<file path="config.mk">
export PLATFORM = sky130hd
export DESIGN_NAME = midi_clock_tempo_tracker_top
export DESIGN_NICKNAME = d
export VERILOG_FILES = /design/src/rtl/mctt_pkg.sv /design/src/rtl/mctt_delta.sv /design/src/rtl/mctt_div.sv /design/src/rtl/midi_clock_tempo_tracker_top.sv
export SDC_FILE = /design/constraint.sdc
export NUM_CORES = 1
export LEC_CHECK = 0
export BUFFER_PORTS_ARGS = -buffer_cell sky130_fd_sc_hd__buf_2
export CORE_UTILIZATION = 56
export DETAILED_ROUTE_END_ITERATION = 8
export GPL_ROUTABILITY_DRIVEN = 1
export GPL_TIMING_DRIVEN = 0
export PLACE_DENSITY = 0.74
export SLEW_MARGIN = 20
export SYNTH_ARGS = -nofsm -noshare
export SYNTH_HDL_FRONTEND = slang
export SYNTH_SLANG_ARGS = --single-unit
</file>
<file path="constraint.sdc">
create_clock -name clk -period 7.68 [get_ports clk]
set_clock_uncertainty 0.15 [all_clocks]
set_input_delay 0.768 -clock clk [delete_from_list [all_inputs] [get_ports clk]]
set_output_delay 0.768 -clock clk [all_outputs]
set_load 0.02 [all_outputs]
</file>
<file path="src/rtl/mctt_pkg.sv">
// mctt_pkg: shared constants and types for the midi clock tempo tracker
// no dependencies; used by every module under rtl
`default_nettype none

package mctt_pkg;

  // interval window depth (1 to 64) and derived widths
  localparam int WINDOW_DEPTH = 8;
  localparam int PTR_W        = (WINDOW_DEPTH > 1) ? $clog2(WINDOW_DEPTH) : 1;

  localparam int TS_W   = 32;  // timestamp width
  localparam int IVL_W  = 16;  // saturated interval width, also bpm width
  localparam int SUM_W  = IVL_W + $clog2(WINDOW_DEPTH);

  // bpm = floor(BPM_NUM / sum)
  localparam int BPM_NUM = 625 * WINDOW_DEPTH;
  localparam int NUM_W   = $clog2(BPM_NUM + 1);
  localparam int QCNT_W  = $clog2(NUM_W);

  // digit-serial timestamp subtract
  localparam int DIGIT_W = 4;
  localparam int DIGITS  = TS_W / DIGIT_W;
  localparam int DCNT_W  = $clog2(DIGITS);

  // opcodes
  localparam logic [1:0] OP_TICK  = 2'd0;
  localparam logic [1:0] OP_START = 2'd1;
  localparam logic [1:0] OP_STOP  = 2'd2;

  // phase values
  localparam logic [1:0] PHASE_ZERO = 2'd0;
  localparam logic [1:0] PHASE_ONE  = 2'd1;

  typedef enum logic [2:0] {
    S_IDLE,
    S_DELTA,
    S_SUM,
    S_DIV,
    S_OUT
  } state_t;

  typedef struct packed {
    logic in_ready;
    logic dlt_start;
    logic sum_load;
    logic div_start;
    logic out_load;
  } ctrl_t;

endpackage

`default_nettype wire

</file>
<file path="src/rtl/mctt_delta.sv">
// mctt_delta: digit-serial 32-bit timestamp subtract with 16-bit saturation
// depends on mctt_pkg
`default_nettype none

module mctt_delta (
  input  wire logic                        clk,
  input  wire logic                        rst_n,
  input  wire logic                        start,
  input  wire logic [mctt_pkg::TS_W-1:0]   now,
  input  wire logic [mctt_pkg::TS_W-1:0]   last,
  output logic                             done,
  output logic [mctt_pkg::IVL_W-1:0]       delta
);

  logic [mctt_pkg::TS_W-1:0]    a_sh_r;
  logic [mctt_pkg::TS_W-1:0]    b_sh_r;
  logic [mctt_pkg::TS_W-1:0]    diff_r;
  logic                         carry_r;
  logic [mctt_pkg::DCNT_W-1:0]  cnt_r;
  logic                         busy_r;
  logic                         done_r;
  logic [mctt_pkg::DIGIT_W:0]   dsum;

  // a + ~b + carry, one digit per cycle
  assign dsum = {1'b0, a_sh_r[mctt_pkg::DIGIT_W-1:0]}
              + {1'b0, ~b_sh_r[mctt_pkg::DIGIT_W-1:0]}
              + {{mctt_pkg::DIGIT_W{1'b0}}, carry_r};

  always_ff @(posedge clk) begin
    if (!rst_n) begin
      busy_r <= 1'b0;
      done_r <= 1'b0;
    end else begin
      done_r <= 1'b0;
      if (start) begin
        busy_r <= 1'b1;
        cnt_r  <= '0;
        carry_r <= 1'b1;
        a_sh_r <= now;
        b_sh_r <= last;
      end else if (busy_r) begin
        a_sh_r  <= a_sh_r >> mctt_pkg::DIGIT_W;
        b_sh_r  <= b_sh_r >> mctt_pkg::DIGIT_W;
        diff_r  <= {dsum[mctt_pkg::DIGIT_W-1:0], diff_r[mctt_pkg::TS_W-1:mctt_pkg::DIGIT_W]};
        carry_r <= dsum[mctt_pkg::DIGIT_W];
        cnt_r   <= cnt_r + 1'b1;
        if (cnt_r == mctt_pkg::DCNT_W'(mctt_pkg::DIGITS - 1)) begin
          busy_r <= 1'b0;
          done_r <= 1'b1;
        end
      end
    end
  end

  assign done  = done_r;
  assign delta = (|diff_r[mctt_pkg::TS_W-1:mctt_pkg::IVL_W]) ? '1
               : diff_r[mctt_pkg::IVL_W-1:0];

endmodule

`default_nettype wire

</file>
<file path="src/rtl/mctt_div.sv">
// mctt_div: restoring divider, one quotient bit per cycle, constant dividend
// depends on mctt_pkg
`default_nettype none

module mctt_div (
  input  wire logic                         clk,
  input  wire logic                         rst_n,
  input  wire logic                         start,
  input  wire logic [mctt_pkg::SUM_W-1:0]   divisor,
  output logic                              done,
  output logic [mctt_pkg::NUM_W-1:0]        quotient
);

  logic [mctt_pkg::SUM_W-1:0]   rem_r;
  logic [mctt_pkg::NUM_W-1:0]   num_r;
  logic [mctt_pkg::NUM_W-1:0]   quo_r;
  logic [mctt_pkg::SUM_W-1:0]   div_r;
  logic [mctt_pkg::QCNT_W-1:0]  cnt_r;
  logic                         busy_r;
  logic                         done_r;
  logic [mctt_pkg::SUM_W:0]     trial;
  logic                         ge;

  // remainder stays below the divisor, so it fits in SUM_W bits
  assign trial = {rem_r, num_r[mctt_pkg::NUM_W-1]};
  assign ge    = trial >= {1'b0, div_r};

  always_ff @(posedge clk) begin
    if (!rst_n) begin
      busy_r <= 1'b0;
      done_r <= 1'b0;
    end else begin
      done_r <= 1'b0;
      if (start) begin
        busy_r <= 1'b1;
        cnt_r  <= '0;
        rem_r  <= '0;
        quo_r  <= '0;
        num_r  <= mctt_pkg::NUM_W'(mctt_pkg::BPM_NUM);
        div_r  <= divisor;
      end else if (busy_r) begin
        rem_r <= ge ? mctt_pkg::SUM_W'(trial - {1'b0, div_r}) : trial[mctt_pkg::SUM_W-1:0];
        quo_r <= {quo_r[mctt_pkg::NUM_W-2:0], ge};
        num_r <= {num_r[mctt_pkg::NUM_W-2:0], 1'b0};
        cnt_r <= cnt_r + 1'b1;
        if (cnt_r == mctt_pkg::QCNT_W'(mctt_pkg::NUM_W - 1)) begin
          busy_r <= 1'b0;
          done_r <= 1'b1;
        end
      end
    end
  end

  assign done     = done_r;
  assign quotient = quo_r;

endmodule

`default_nettype wire

</file>
<file path="src/rtl/midi_clock_tempo_tracker_top.sv">
// midi clock tempo tracker: a tick runs the digit-serial timestamp subtract, the window update,
// the serial divider (skipped on a zero window sum) and then loads the output register; other
// opcodes go straight to the output register. One transaction at a time: in_ready is high only
// in idle, after the last result has loaded, and that load waits on out_ready
// synchronous active-low reset clears the window, sum, pointer, phase and last time
// depends on mctt_pkg, mctt_delta, mctt_div
`default_nettype none

module midi_clock_tempo_tracker_top (
  input  wire logic                       clk,
  input  wire logic                       rst_n,
  // input channel
  input  wire logic                       in_valid,
  output logic                            in_ready,
  input  wire logic [1:0]                 in_opcode,
  input  wire logic [mctt_pkg::TS_W-1:0]  in_timestamp,
  // result channel
  output logic                            out_valid,
  input  wire logic                       out_ready,
  output logic [mctt_pkg::IVL_W-1:0]      out_bpm,
  output logic                            out_bpm_update,
  output logic                            out_step_reset,
  output logic                            out_run_set,
  output logic                            out_run_value,
  output logic                            out_step_count_load,
  output logic [1:0]                      out_clock_phase
);

  mctt_pkg::state_t state_r, state_nxt;
  mctt_pkg::ctrl_t  ctrl;

  // tracker state
  logic [mctt_pkg::IVL_W-1:0]  window_r [mctt_pkg::WINDOW_DEPTH];
  logic [mctt_pkg::PTR_W-1:0]  wptr_r;
  logic [mctt_pkg::TS_W-1:0]   last_time_r;
  logic [1:0]                  phase_r;
  logic [mctt_pkg::SUM_W-1:0]  sum_r;

  // staged result of the transaction in flight
  logic [mctt_pkg::IVL_W-1:0]  res_bpm_r;
  logic                        res_upd_r;
  logic                        res_srst_r;
  logic                        res_rset_r;
  logic                        res_rval_r;
  logic                        res_load_r;

  // output register
  logic                        out_valid_r;
  logic [mctt_pkg::IVL_W-1:0]  out_bpm_r;
  logic                        out_upd_r;
  logic                        out_srst_r;
  logic                        out_rset_r;
  logic                        out_rval_r;
  logic                        out_load_r;
  logic [1:0]                  out_phase_r;

  logic                        in_fire;
  logic                        is_tick;
  logic                        out_free;
  logic [2:0]                  phase_inc;
  logic                        dlt_done;
  logic [mctt_pkg::IVL_W-1:0]  dlt_value;
  logic                        div_done;
  logic [mctt_pkg::NUM_W-1:0]  div_quo;
  logic [mctt_pkg::SUM_W-1:0]  sum_upd;

  assign in_fire   = in_valid && ctrl.in_ready;
  assign is_tick   = (in_opcode == mctt_pkg::OP_TICK);
  assign out_free  = !out_valid_r || out_ready;
  assign phase_inc = {1'b0, phase_r} + 3'd1;

  // running sum: drop the oldest interval, add the new one
  assign sum_upd = sum_r - mctt_pkg::SUM_W'(window_r[wptr_r])
                 + mctt_pkg::SUM_W'(dlt_value);

  // interval since the last tick or start, one digit per cycle
  mctt_delta u_delta (
    .clk   (clk),
    .rst_n (rst_n),
    .start (ctrl.dlt_start),
    .now   (in_timestamp),
    .last  (last_time_r),
    .done  (dlt_done),
    .delta (dlt_value)
  );

  // tempo = BPM_NUM / window sum, one bit per cycle
  mctt_div u_div (
    .clk      (clk),
    .rst_n    (rst_n),
    .start    (ctrl.div_start),
    .divisor  (sum_upd),
    .done     (div_done),
    .quotient (div_quo)
  );

  // next state
  always_comb begin
    state_nxt = state_r;
    unique case (state_r)
      mctt_pkg::S_IDLE: begin
        if (in_valid) begin
          state_nxt = is_tick ? mctt_pkg::S_DELTA : mctt_pkg::S_OUT;
        end
      end
      mctt_pkg::S_DELTA: begin
        if (dlt_done) begin
          state_nxt = mctt_pkg::S_SUM;
        end
      end
      mctt_pkg::S_SUM: begin
        // an empty window skips the divider
        state_nxt = (sum_upd == '0) ? mctt_pkg::S_OUT : mctt_pkg::S_DIV;
      end
      mctt_pkg::S_DIV: begin
        if (div_done) begin
          state_nxt = mctt_pkg::S_OUT;
        end
      end
      mctt_pkg::S_OUT: begin
        if (out_free) begin
          state_nxt = mctt_pkg::S_IDLE;
        end
      end
      default: state_nxt = mctt_pkg::S_IDLE;
    endcase
  end

  // control outputs
  always_comb begin
    ctrl = '0;
    unique case (state_r)
      mctt_pkg::S_IDLE: begin
        ctrl.in_ready  = 1'b1;
        ctrl.dlt_start = in_valid && is_tick;
      end
      mctt_pkg::S_DELTA: ;
      mctt_pkg::S_SUM: begin
        ctrl.sum_load  = 1'b1;
        ctrl.div_start = (sum_upd != '0);
      end
      mctt_pkg::S_DIV: ;
      mctt_pkg::S_OUT: begin
        ctrl.out_load = out_free;
      end
      default: ;
    endcase
  end

  always_ff @(posedge clk) begin
    if (!rst_n) begin
      state_r     <= mctt_pkg::S_IDLE;
      wptr_r      <= '0;
      last_time_r <= '0;
      phase_r     <= mctt_pkg::PHASE_ZERO;
      sum_r       <= '0;
      out_valid_r <= 1'b0;
      for (int i = 0; i < mctt_pkg::WINDOW_DEPTH; i++) begin
        window_r[i] <= '0;
      end
    end else begin
      state_r <= state_nxt;

      // decode the transaction at accept
      if (in_fire) begin
        res_bpm_r  <= '0;
        res_upd_r  <= 1'b0;
        res_srst_r <= 1'b0;
        res_rset_r <= 1'b0;
        res_rval_r <= 1'b0;
        res_load_r <= 1'b0;
        unique case (in_opcode)
          mctt_pkg::OP_TICK: begin
            res_upd_r   <= 1'b1;
            last_time_r <= in_timestamp;
            // phase runs 1, 2, 3, 1, ... with a step reset on each 1
            if (phase_inc == 3'd1 || phase_inc >= 3'd4) begin
              phase_r    <= mctt_pkg::PHASE_ONE;
              res_srst_r <= 1'b1;
            end else begin
              phase_r <= phase_inc[1:0];
            end
          end
          mctt_pkg::OP_START: begin
            phase_r     <= mctt_pkg::PHASE_ZERO;
            res_rset_r  <= 1'b1;
            res_rval_r  <= 1'b1;
            res_load_r  <= 1'b1;
            last_time_r <= in_timestamp;
          end
          mctt_pkg::OP_STOP: begin
            res_rset_r <= 1'b1;
          end
          default: ;  // unused opcode leaves state alone
        endcase
      end

      // window write and sum update
      if (ctrl.sum_load) begin
        window_r[wptr_r] <= dlt_value;
        sum_r            <= sum_upd;
        wptr_r           <= (wptr_r == mctt_pkg::PTR_W'(mctt_pkg::WINDOW_DEPTH - 1)) ? '0
                          : wptr_r + 1'b1;
        if (sum_upd == '0) begin
          res_bpm_r <= '1;  // empty window saturates
        end
      end

      if (div_done) begin
        res_bpm_r <= mctt_pkg::IVL_W'(div_quo);
      end

      // output register, loads once the previous transaction has left
      if (ctrl.out_load) begin
        out_valid_r <= 1'b1;
        out_bpm_r   <= res_bpm_r;
        out_upd_r   <= res_upd_r;
        out_srst_r  <= res_srst_r;
        out_rset_r  <= res_rset_r;
        out_rval_r  <= res_rval_r;
        out_load_r  <= res_load_r;
        out_phase_r <= phase_r;
      end else if (out_ready) begin
        out_valid_r <= 1'b0;
      end
    end
  end

  assign in_ready            = ctrl.in_ready;
  assign out_valid           = out_valid_r;
  assign out_bpm             = out_bpm_r;
  assign out_bpm_update      = out_upd_r;
  assign out_step_reset      = out_srst_r;
  assign out_run_set         = out_rset_r;
  assign out_run_value       = out_rval_r;
  assign out_step_count_load = out_load_r;
  assign out_clock_phase     = out_phase_r;

`ifndef SYNTHESIS
  // the divider only ever runs on a nonzero window sum
  a_div_nonzero: assert property (@(posedge clk) disable iff (!rst_n)
    (state_r == mctt_pkg::S_DIV) |-> (sum_r != '0))
    else $error("divider running on empty window sum");

  // a tempo transaction never carries a run command
  a_upd_no_run: assert property (@(posedge clk) disable iff (!rst_n)
    (out_valid && out_bpm_update) |-> !out_run_set && !out_step_count_load)
    else $error("tempo update mixed with run command");

  // step reset always lands on phase one
  a_srst_phase: assert property (@(posedge clk) disable iff (!rst_n)
    (out_valid && out_step_reset) |-> (out_clock_phase == mctt_pkg::PHASE_ONE))
    else $error("step reset on wrong phase");

  // a start clears the phase and commands run
  a_start_phase: assert property (@(posedge clk) disable iff (!rst_n)
    (out_valid && out_step_count_load)
      |-> (out_clock_phase == mctt_pkg::PHASE_ZERO) && out_run_value && out_run_set)
    else $error("start transaction with bad phase or run command");
`endif

endmodule

`default_nettype wire

</file>
======== Yosys cells after proc, flatten, opt, wreduce, memory -nomap -nowiden ========
Memory sizes are Yosys's and may differ from the RTL's. A register that Yosys moved wholly into a read port is not among the register bits.
Cells that the tools add are included.
storage, ports and cells
  bits in writable memories ............... 128
  input bits .............................. 38
  memories kept ........................... 1
  word-level logic and storage cells ...... 143
  output and inout bits ................... 25
  flip-flop bits (word level) ............. 271
memory list
  memory    depth  width  read ports  clocked after memory_dff  wr ports  line                                text
  window_r  8      16     1           1                         8         midi_clock_tempo_tracker_top.sv:33  logic [mctt_pkg::IVL_W-1:0] window_r [mctt_pkg::WINDOW_DEPTH];
operators by class
  add/subtract/negate cells ............... 9
  bitwise logic cells ..................... 5
  reduce and logical (&&, ||, !) cells .... 28
  mux-type cells .......................... 52
  order comparisons ....................... 2
  equal/unequal tests ..................... 14
operator list
  kind                 count
  $mux 32              4
  $mux 16              5
  $mux 13              3
  $mux 19              2
  $mux 3               11
  $reduce_or 16->1     2
  $mux 1               21
  $ge 20x19->1         1
  $add 19x16->19       1
  $logic_not 19->1     1
  $reduce_bool 19->1   1
  $sub 19x16->19       1
  $sub 19x19->19       1
  $pmux 3 s5           1
  $reduce_and 2->1     7
  $eq 3x3->1 const B   3
  $reduce_bool 2->1    4
  $add 3x1->3 const B  2
  $eq 3x1->1 const B   2
  $eq 3x2->1 const B   2
  $mux 2               3
  $reduce_or 3->1      2
  $add 4x4->5          1
  $add 5x1->5          1
  other kinds (20)     28

======== Logic depth before layout (Yosys ltp) ========
  depth after elaboration ................. 10
  gate-level depth with buffers ........... 19
  depth with buffers taken out ............ 16

======== By module ========
Synthesis repeated with hierarchy kept, for this count alone.
second synthesis, totals
  cells, all modules ...................... 1523
  area, all modules ....................... 19209.7 um^2
by module, submodules not included
  module                        area an instance (um^2)  cells an instance  times used  seq. area each (um^2)
  midi_clock_tempo_tracker_top  11489.8                  988                1           6366.1
  mctt_delta                    4112.7                   222                1           3042.9
  mctt_div                      3607.2                   313                1           1991.9

======== Worst setup path after synthesis ========
Ideal clock, no wire load.
  kind .................................... register -> register
  start point ............................. reg with a tool-made name
  end point ............................... reg u_div.cnt_r[0] (netlist name), enable pin
  slack ................................... 240 ps
  cell stages (with the launch flop) ...... 14
  setup time .............................. 477 ps
  arrival time ............................ 6813 ps
  clock period less this slack ............ 7440 ps
  path through ............................ dfxtp_1 clkbuf_1 buf_1 mux4_2 mux2_2 fa_1 fa_1 nor2b_2 o2111ai_2 and3_4 o21a_1 o311ai_1 nor4_4 a31oi_1
RTL lines
  item                  line            text
  end signal, assigned  mctt_div.sv:45  cnt_r <= cnt_r + 1'b1;
  end, declared         mctt_div.sv:18  logic [mctt_pkg::QCNT_W-1:0] cnt_r;

======== Worst setup path in the final report ========
  start point ............................. reg u_delta.diff_r[26] (netlist name)
  end point ............................... reg u_div.div_r[15] (netlist name), enable pin
on the way
  longest elaborated chain between the ends .. 6
RTL lines
  item                               line                                 text
  start, declared                    mctt_delta.sv:17                     logic [mctt_pkg::TS_W-1:0] diff_r;
  start signal, assigned             mctt_delta.sv:44                     diff_r <= {dsum[mctt_pkg::DIGIT_W-1:0], diff_r[mctt_pkg::TS_W-1:mctt_pkg::DIGIT_W]};
  $reduce_or 16->1                   mctt_delta.sv:56                     assign delta = (|diff_r[mctt_pkg::TS_W-1:mctt_pkg::IVL_W]) ? '1
  $mux 16                            mctt_delta.sv:56
  $add 19x16->19                     midi_clock_tempo_tracker_top.sv:74   + mctt_pkg::SUM_W'(dlt_value);
  via sum_upd (one bit)              midi_clock_tempo_tracker_top.sv:65   logic [mctt_pkg::SUM_W-1:0] sum_upd;
  $reduce_bool 19->1                 midi_clock_tempo_tracker_top.sv:140  ctrl.div_start = (sum_upd != '0);
  $mux 2                             midi_clock_tempo_tracker_top.sv:132  unique case (state_r)
  $reduce_and 2->1 (no source line)  --
  end signal, assigned               mctt_div.sv:40                       div_r <= divisor;
  end, declared                      mctt_div.sv:17                       logic [mctt_pkg::SUM_W-1:0] div_r;
The timed path passes the listed nets, and every way through them passes these cells.
A chain may end at the register's enable or synchronous reset.

==> metrics.md <==
| Metric | Value |
|---|---|
| Placed inst area | `20000 sq um` |
| Core region area | `33400 sq um` |
| Number of flops mapped to enable cells by yosys | `335` |
| Crit-path cells | `nor4_1 -> nand4_1 -> clkbuf_1 -> nor2_1 -> fa_1 -> fa_1 -> nor2b_2 -> o2111ai_2 -> and3_4 -> o21a_1 -> o311ai_1 -> nor4_4 -> nand3_4 -> buf_6 -> and3_1` |
| Vias in the first global route | `12716` |
| Dpl cells | `2181` |
| Post-Layout Cell Count | `2256` |
| Pwr Total | `0.00463 W` |
| Diodes inserted | `0` |
| Comb power frac | `0.056` |
| Sw Ratio | `0.215` |
| Max IR drop VDD | `189 uV` |
| Worst Path Required | `7680 ps` |
| Outcome | `completed` |
| WL/cell | `18.3 microns` |
| Syn-to-layout area delta | `12.1%` |
| Seq/Total Area, Yosys | `0.599` |
| Peak fanout along the critical path | `19` |
| First-pass DRT Iterations | `7` |
| Unrepaired setup endpoints after global routing | `no` |
| Total wire length | `41300 microns` |
| Yosys warns | `0` |
| Mean post-synth cell area | `11.4 sq um` |
| GP Congestion | `0.889` |
| DR vias/cell | `5.73` |
| Setup repair bufs after CTS | `0` |
| Die area | `34700 sq um` |
| Die Ht | `186 microns` |
| CTS tree | `built` |
| Port bufs | `62` |
| Later-pin clock latency in the skew report | `540 ps` |
| Top-count cell post-synth | `edfxtp_1` |
| Hold_buf cts | `0` |
| Post_cts resized | `0` |
| Initial DRC Count | `1063` |
| Clock power share | `0.417` |
| Leading cell types by count after synthesis | `edfxtp_1 (335), nand2_1 (333), nor2_1 (205), inv_1 (107), a21oi_1 (84)` |
| Die W | `186 microns` |
| Fin crit period | `6750 ps` |
| Commonest register cell after synthesis | `edfxtp_1` |
| Post-Syn Instances | `1665` |
| Worst-Margin Slew | `1030 ps` |
| Final hold violation count | `0` |
| Synthesized Nets | `1772` |
| Cell Area, Synth | `19000 sq um` |
| Row Count | `67` |
| Hold_ws | `273 ps` |
| Max incr delay on CP | `850 ps` |
| Setup TNS | `0 ps` |
| First-pass GRT wire length | `65900 microns` |
| Sequential share of power | `0.527` |
| Hpwl dp | `29000 microns` |
| CTS HTree Levels | `2` |
| Leading area contributor after synthesis | `edfxtp_1` |
| Vias | `12922` |
| Share of layout cells above drive strength 1 | `0.127` |
| Root buffer cell | `clkbuf_16` |
| Area contributors post-synth | `edfxtp_1 (53%), dfxtp_1 (7.0%), nand2_1 (6.6%), nor2_1 (4.0%), mux4_2 (3.8%)` |
| Peak Freq | `148 MHz` |
| CP delay by family, top | `simple AND/OR/NAND/NOR gates` |
| Filler cell count in the final layout | `2504` |
| Clk sinks | `402` |
| Max clock buf depth | `3` |
| Setup Crit Path Kind | `register to register` |
| Ys async rst share | `0` |
| GRT Residual Overflow | `0` |
| Worst Path Arrival | `6750 ps` |
| # DRC | `0` |
| Max cap viols | `0` |
| Internal power | `0.00363 W` |
| Yosys cell types | `78` |
| Final ANT Viol Nets | `0` |
| CTS Buf Count | `41` |
| Initial antenna violation count | `0` |
| Yosys top cell area share | `0.529` |
| IO Pins | `63` |
| Synthesized flop and latch total | `402` |
| Clock Pin Slew Worst Setup and Hold Paths | `60 ps` |
| Switching power | `0.000997 W` |
| Post-Layout Inst Area | `21300 sq um` |
| GRT Total Usage | `0.239` |
| Hold WC Path Type | `register to register` |
| Initial core utilization | `0.569` |
| Crit. End Element | `register` |
| WP buf/inv | `2` |
| NumNets Final | `1883` |
| Pleak | `8.37 nW` |
| Fin crit share | `0.879` |
| Fin. max-slew vios | `0` |
| Critical Path Start Type | `register` |
| Total power density per cell area | `217 nW/um^2` |
| Headroom to the max-slew limit | `0.308` |
| Worst path most repeated cell | `fa_1` |
| Final setup fails | `0` |
| Largest net degree at the start of global routing | `33` |
| Slowest cell on the critical path | `o311ai_1` |
cells in the final DEF (no fill, tap or decap), types with 11 or more instances in the layout:
cell type / instances
inv_1: 107
xnor2_1: 15
a211oi_1: 13
mux2_2: 16
clkbuf_1: 86
nand4_1: 11
clkbuf_16: 42
ha_1: 50
fa_1: 19
a21boi_1: 14
a21oi_1: 84
o211ai_1: 22
edfxtp_1: 335
mux4_2: 32
o21ai_0: 13
dfxtp_1: 67
nor3_1: 28
nor2_1: 203
nand2_1: 333
and3_1: 15
buf_2: 68
nand3_1: 18
worst register-to-register path: stages, from the launching register on:
cell       delay [ps]
edfxtp_1          390
nor4_1            400
nand4_1           340
clkbuf_1          330
nor2_1            680
fa_1              590
fa_1              490
nor2b_2           170
o2111ai_2         170
and3_4            250
o21a_1            220
o311ai_1          850
nor4_4            260
nand3_4           190
buf_6             150
and3_1            720
state kept, by name, indices dropped and copies added, names as in the netlist, 16 cells and up, named ones only:
name,flops
u_delta.a_sh_r,32
u_div.rem_r,19
sum_r,19
res_bpm_r,16
last_time_r,32
u_delta.b_sh_r,32
u_div.div_r,19
window_r,128
out_bpm,16
u_delta.diff_r,32
path summary, 6_finish.rpt:
kind | slack [ps] | depth (start not counted) | startpoint | endpoint
min | 270 | 0 | res_srst_r$_SDFFCE_PN0P_ | out_step_reset$_DFFE_PP_
max reg2reg | 930 | 15 | u_delta.diff_r[26]$_DFFE_PP_ | u_div.div_r[15]$_DFFE_PP_
max | 930 | 15 | u_delta.diff_r[26]$_DFFE_PP_ | u_div.div_r[15]$_DFFE_PP_
min reg2reg | 270 | 0 | res_srst_r$_SDFFCE_PN0P_ | out_step_reset$_DFFE_PP_
power by group through the flow:
stage / logic [W] / registers, W / clock network (W)
2_1_floorplan: 0.000170 / 0.00248 / 0
3_3_place_gp: 0.000246 / 0.00248 / 0
3_5_place_dp: 0.000256 / 0.00249 / 0
4_1_cts: 0.000258 / 0.00244 / 0.00195
5_1_grt: 0.000286 / 0.00244 / 0.00203
6_report: 0.000259 / 0.00244 / 0.00193
cell families after synthesis:
logic type	after synthesis	share of synthesized area
compound gates	226	0.0819
xor+xnor	23	0.0106
fa+ha+maj	69	0.0529
buf+inv	193	0.0406
flops	402	0.599
mux	57	0.0521
simple gates	695	0.163
metrics by stage:
stage	setup slack, ps	utilization
floorplan	240	-
global placement	-1950	0.595
detailed placement	1040	0.599
CTS	956	0.638
global route	636	0.638
finish	932	0.638
per-layer routing:
metal,share of wire,vias up,track usage
met4,0.032,0,0.0925
met5,0,-,0
met1,0.43,6309,0.326
met3,0.051,97,0.0254
met2,0.49,406,0.396
li1,-,6110,-
area by class of cell:
type / count / area (sq um) / area share
buffer: 86 / 372 / 0.0174
multi-input combinational: 1070 / 6880 / 0.323
sequential: 402 / 11400 / 0.534
inverter: 107 / 402 / 0.0188
clock inverter: 14 / 156 / 0.00733
tap: 448 / 561 / 0.0263
timing repair buffer: 68 / 424 / 0.0199
clock buffer: 61 / 1130 / 0.0531
No activity file was read; power rests on OpenSTA's default activity.
